## src/rtl/obpd_pkg.sv

```systemverilog
// Shared types and constants of the oriented box to point distance block.
`timescale 1ns / 1ps
`default_nettype none
package obpd_pkg;

   localparam int unsigned EXTENT_WIDTH = 16;
   localparam int unsigned TRIG_WIDTH   = 16;
   localparam int unsigned DIST_WIDTH   = 18;
   localparam int unsigned CSR_ADDR_WIDTH = 2;
   localparam int unsigned RSP_DATA_WIDTH = 24;

   // Distances saturate at 1000 m; the vehicle-frame work runs in 1/512 m.
   localparam logic [DIST_WIDTH-1:0] MAX_DIST = 18'd256000;
   localparam logic [20:0] DIST_CLAMP   = 21'd512000;
   localparam logic [20:0] EXCESS_CLAMP = 21'd1048576;

   typedef enum logic [CSR_ADDR_WIDTH-1:0] {
      REG_FWD_EXTENT   = 2'd0,
      REG_REAR_EXTENT  = 2'd1,
      REG_LEFT_EXTENT  = 2'd2,
      REG_RIGHT_EXTENT = 2'd3
   } csr_index_type;

   typedef struct packed {
      logic [EXTENT_WIDTH-1:0] fwd_extent;
      logic [EXTENT_WIDTH-1:0] rear_extent;
      logic [EXTENT_WIDTH-1:0] left_extent;
      logic [EXTENT_WIDTH-1:0] right_extent;
   } hitbox_type;

   // Classification made when a word is accepted.
   typedef struct packed {
      logic measure;
      logic last;
   } item_flags_type;

   typedef struct packed {
      logic valid;
      item_flags_type flags;
   } queue_head_type;

endpackage
`default_nettype wire

```

## src/rtl/obpd_front.sv

```systemverilog
// Input side: accepts words, classifies them and queues them for the back end.
`timescale 1ns / 1ps
`default_nettype none
module obpd_front #(
   parameter int unsigned DATA_BITS = 128
) (
   input  wire logic                 clock,
   input  wire logic                 reset,
   input  wire logic                 in_valid,
   output logic                      in_ready,
   input  wire logic [DATA_BITS-1:0] in_data,
   input  wire logic                 in_point_valid,
   input  wire logic                 in_last,
   output obpd_pkg::queue_head_type  head,
   output logic [DATA_BITS-1:0]      head_data,
   input  wire logic                 pop
);

   localparam int unsigned DEPTH = 4;
   localparam int unsigned PTR_W = $clog2(DEPTH);
   localparam int unsigned ENTRY_W = DATA_BITS + 2;

   logic [ENTRY_W-1:0] mem [DEPTH];
   logic [PTR_W-1:0] wr_ptr_ff, wr_ptr_in, rd_ptr_ff, rd_ptr_in;
   logic [PTR_W:0] count_ff, count_in;
   logic push, do_pop;
   obpd_pkg::item_flags_type flags_in;
   logic [ENTRY_W-1:0] head_entry;

   assign in_ready = (count_ff != PTR_W'(0) + (PTR_W+1)'(DEPTH));
   assign push     = in_valid && in_ready;
   assign do_pop   = pop && (count_ff != '0);

   // A word without a point still has to reach the back end when it ends a query.
   assign flags_in.measure = in_point_valid;
   assign flags_in.last    = in_last;

   always_comb begin
      wr_ptr_in = push ? wr_ptr_ff + PTR_W'(1) : wr_ptr_ff;
      rd_ptr_in = do_pop ? rd_ptr_ff + PTR_W'(1) : rd_ptr_ff;
      count_in  = count_ff + (PTR_W+1)'(push) - (PTR_W+1)'(do_pop);
   end

   always_ff @(posedge clock) begin
      if (push) begin
         mem[wr_ptr_ff] <= {flags_in, in_data};
      end
   end

   always_ff @(posedge clock) begin
      if (reset) begin
         wr_ptr_ff <= '0;
         rd_ptr_ff <= '0;
         count_ff  <= '0;
      end else begin
         wr_ptr_ff <= wr_ptr_in;
         rd_ptr_ff <= rd_ptr_in;
         count_ff  <= count_in;
      end
   end

   assign head_entry = mem[rd_ptr_ff];
   assign head.valid = (count_ff != '0);
   assign head.flags = head_entry[ENTRY_W-1 -: 2];
   assign head_data  = head_entry[DATA_BITS-1:0];

endmodule
`default_nettype wire

```

## config.mk

```make
export PLATFORM = sky130hd
export DESIGN_NAME = obpd_front
export DESIGN_NICKNAME = d
export VERILOG_FILES = /design/src/rtl/obpd_pkg.sv /design/src/rtl/obpd_front.sv
export SDC_FILE = /design/constraint.sdc
export NUM_CORES = 1
export LEC_CHECK = 0
export BUFFER_PORTS_ARGS = -buffer_cell sky130_fd_sc_hd__buf_2
export CAP_MARGIN = 0
export CORE_MARGIN = 2
export CORE_UTILIZATION = 49
export CTS_CLUSTER_DIAMETER = 60
export CTS_CLUSTER_SIZE = 8
export DETAILED_ROUTE_END_ITERATION = 8
export GPL_TIMING_DRIVEN = 0
export PLACE_DENSITY = 0.67
export SETUP_SLACK_MARGIN = 0.1
export SLEW_MARGIN = 40
export SYNTH_ARGS = -nofsm -noshare
export SYNTH_HDL_FRONTEND = slang
export SYNTH_SLANG_ARGS = --single-unit
```

## constraint.sdc

```tcl
create_clock -name clock -period 7.5 [get_ports clock]
set_clock_uncertainty 0.15 [all_clocks]
set_input_delay 0.375 -clock clock [delete_from_list [all_inputs] [get_ports clock]]
set_output_delay 0.375 -clock clock [all_outputs]
set_load 0.03 [all_outputs]
```

==> results.md <==
* Main synth FF type: edfxtp_1
* Critical path's largest stage delay at 0.55 ns
* Die Area at 41000 um^2
* Share of layout cells above drive strength 1 at 0.424
* Setup-violating endpoint count in the final report at 0
* Final min period at 2.86 ns
* Depth of the most critical reg-to-reg path at 6
* Final std cells w/o fill at between 1500 and 2000
* Core ar. at 38800 um^2
* Maximum number of pins on one net before global-route repair at 36
* Critical path launch point type: flop
* Static leakage at 8.61 nW
* CTS tree: yes
* R2R Path Start: count_ff[1]
* Cell breakdown of the critical path: nor2_1 -> a21boi_1 -> and2_4 -> buf_12 -> buf_12 -> buf_12
* Number of remaining DRC errors at 0
* Boundary Pins at 266
* Net count reported at finish at 1359
* Clock transition at the registers of the reported paths at about 0.05 ns
* Final total negative setup slack at 0 ns
* Number of nets produced by synthesis at 869
* Count of buffers inserted at the top-level ports at about 260
* Launch point of the worst hold path: pop
* Syn avg cell area at 26.5 um^2
* Switching Share at 0.296
* H-tree levels at 3
* Aggregate global-route resource usage at 0.195
* Area of all sequential standard cells at 15800 um^2
* Count leader, synth: edfxtp_1
* Number of antenna-violating nets in the routed design at 0
* Area contributors post-synth: edfxtp_1 81%, mux4_2 15%, buf_12 1.1%, dfxtp_1 0.93%, ha_1 0.39%
* Multi-input gate area in the final layout at 3200 um^2
* Avg WL per Cell at 22.0 um
* Leading area contributor after synthesis: edfxtp_1
* XOR/XNOR share of the synthesized area at 0.00136
* Top cell type's share of synthesized area at 0.808
* Total of max-cap violations at 0
* Antenna violations before repair at 1
* 1st-pass router iterations at 5
* P_int at 6.54 mW
* Worst Hold Class: in -> reg
* Area of the mapped netlist at 19300 um^2
* Setup repair after global routing missed its margin: no
* CTS sink count at 529
* Slowest cell on crit path: a21boi_1
* Vias after detailed routing at between 9000 and 10000
* GR Overflow Total at 0
* Fraction of registers with async set or reset after synthesis at 0
* Utilization after layout at 0.646
* Horizontal extent of the die at 203 um
* Final hold violations at 0
* Fraction of synthesized area in multiplexers at 0.153
* Rows at 72
* Max-slew violations at 0
* Total wirelength of the detailed-routed design at just under 40 mm
* Flip-flop and latch count after synthesis at 529
* Number of synthesized flops with an enable pin at 520
* Gate count of the mapped netlist at 728
* Highest clock frequency the design can meet at 0.350 GHz
* Cell types with the highest counts after synthesis: 520 x edfxtp_1, 130 x mux4_2, 11 x buf_12
* Cell occurring most often along the worst timing path: buf_12
* Transition time of the tightest slew-check pin at around 0.82 ns
* Iter 0 DRT Violations at roughly 470
* Number of placed instances, taps included at 1527
* Simple logic cell fraction of the synthesized area at 0.00492
* DPL Wire Length at approximately 23 mm
* Fin crit share at 0.381
* Routability-driven placement congestion ratio at 0.695
* Via count of the first global-routing pass at between 10000 and 15000
* Share of total power in combinational logic at 0.274
* Power density over the cells at approximately 370 nW/um^2
* Root Driver: clkbuf_16
* Type of destination of the critical path: flop
* Sw Pwr at 2.74 mW
* Compound-Gate Fraction of Synth Area at 0.00129
* Reg-to-reg setup timing slack at approximately 4.6 ns
* Sequential area share after synthesis at 0.817
* Sequential share of power at 0.399
* CTS hold repair buffers at ~130
* Relative slew slack at 0.455
* Insertion delay to the later sink of the worst-skew pair at roughly 0.57 ns
* Clk pwr share at 0.327
* Worst IR drop on VDD at 0.272 mV
* Cell count of the worst hold path at 4
* Outcome: completed
* Filler cells at 2535
* Initial core utilization at 0.498
* Number of library cell types mapped by synthesis at 26
* Number of gates given a new drive strength after cts at 0
* Worst Hold Endpoint: rd_ptr_ff[1]
* CTS buffer count at 76
* Crit path DAT at 2.96 ns
* Global-route wire length before repair at 59.7 mm
* Share of synthesized cell area in full adder, half adder and majority cells at 0.00492
* Max FO, Critical Path at 35
* Warnings, synthesis at 0
* Path type of the worst setup path: reg -> reg
* Average via count per standard cell at 5.33
* Buffer count from post-CTS setup fixing at 0
* Area growth, synth to finish at 29.8%
* Die Height at between 200 and 250 um
* Clock Path Buffers at 3
* Critical Path RT at 7.60 ns
* R2R Path End: mem[3][83]
* Combinational family with the most area after synthesis: multiplexers
## cells by family (layout without fill, tap and decap cells)
family,count (synthesis),in the layout
simple gates,19,19
mux,132,132
compound gates,3,3
other cells,0,1
fa+ha+maj,7,7
flops,529,529
xor+xnor,3,3
buf+inv,35,547
## worst max-delay path: cells and delay by family (launching register included)
kind | cells | cell delay (ns)
buf+inv | 3 | 0.73
compound gates | 1 | 0.55
flops | 1 | 0.46
simple gates | 2 | 0.61
## layer usage
metal  part of all wire  track usage  wire (um)  vias up
li1                   -            -          -     4124
met2               0.50        0.319      19200      309
met3              0.070       0.0576       2720       67
met1               0.41        0.253      15900     4877
met4              0.022       0.0649        869        2
met5            0.00034            0         13        -
## power groups by stage
stage	registers (mW)	clock network, mW	logic, mW
after floorplan	3.78	0	1.78
after global placement	3.84	0	2.44
after detailed placement	3.75	0	2.53
after CTS	3.70	3.11	2.60
after global routing	3.72	3.23	2.71
final	3.70	3.03	2.55
## through the flow
step                      instance area [um^2]  worst slack (ns)  hold WS, ns  total power [mW]
after detailed placement                 21700              4.59        0.368              6.29
after floorplan                          19300              2.96        0.324              5.55
after global routing                     25100              4.41        0.134              9.66
after global placement                   21300             0.253        0.351              6.28
after CTS                                25100              4.58       0.0872              9.41
final                                    25100              4.64        0.120              9.28
## layout make-up
| class | count | area share |
|---|---|---|
| flip-flops and latches | 529 | 0.629 |
| multi-input cells | 164 | 0.128 |
| repair buffers | 412 | 0.119 |
| clock buffers | 95 | 0.0812 |
| well taps | 518 | 0.0258 |
| plain buffers | 30 | 0.0129 |
| clock inverters | 5 | 0.00319 |
| inverters | 5 | 0.000748 |
| diodes | 1 | 0.0000997 |
## registers in the layout, summed over array words and instances (netlist names), named ones only
| signal | cells |
|---|---|
| mem | 520 |
| rd_ptr_ff | 2 |
| wr_ptr_ff | 2 |
| count_ff | 3 |
## worst max path at each step
stage,startpoint,endpoint,cells after the start
after floorplan,count_ff[1],mem[0][0],3
after global placement,count_ff[1],mem[1][37],3
after detailed placement,count_ff[1],mem[3][103],6
after CTS,count_ff[1],mem[3][78],6
after global routing,count_ff[1],count_ff[2],11
final,count_ff[1],mem[3][83],6
## layout by cell type (no fill, tap or decap), drive strengths merged
| master | count |
|---|---|
| dlygate4sd3 | 131 |
| o31a | 1 |
| clkinv | 2 |
| a21boi | 1 |
| edfxtp | 520 |
| or3 | 1 |
| mux2i | 1 |
| bufinv | 1 |
| xnor2 | 1 |
| nand2b | 2 |
| nor2b | 1 |
| ha | 6 |
| xor2 | 2 |
| mux2 | 1 |
| mux4 | 130 |
| inv | 7 |
| fa | 1 |
| nand2 | 1 |
| diode | 1 |
| nor2 | 8 |
| and2 | 5 |
| buf | 309 |
| nor3 | 1 |
| dfxtp | 9 |
| o311ai | 1 |
| clkbuf | 97 |
Note: power is estimated with default switching activity, not from simulation.
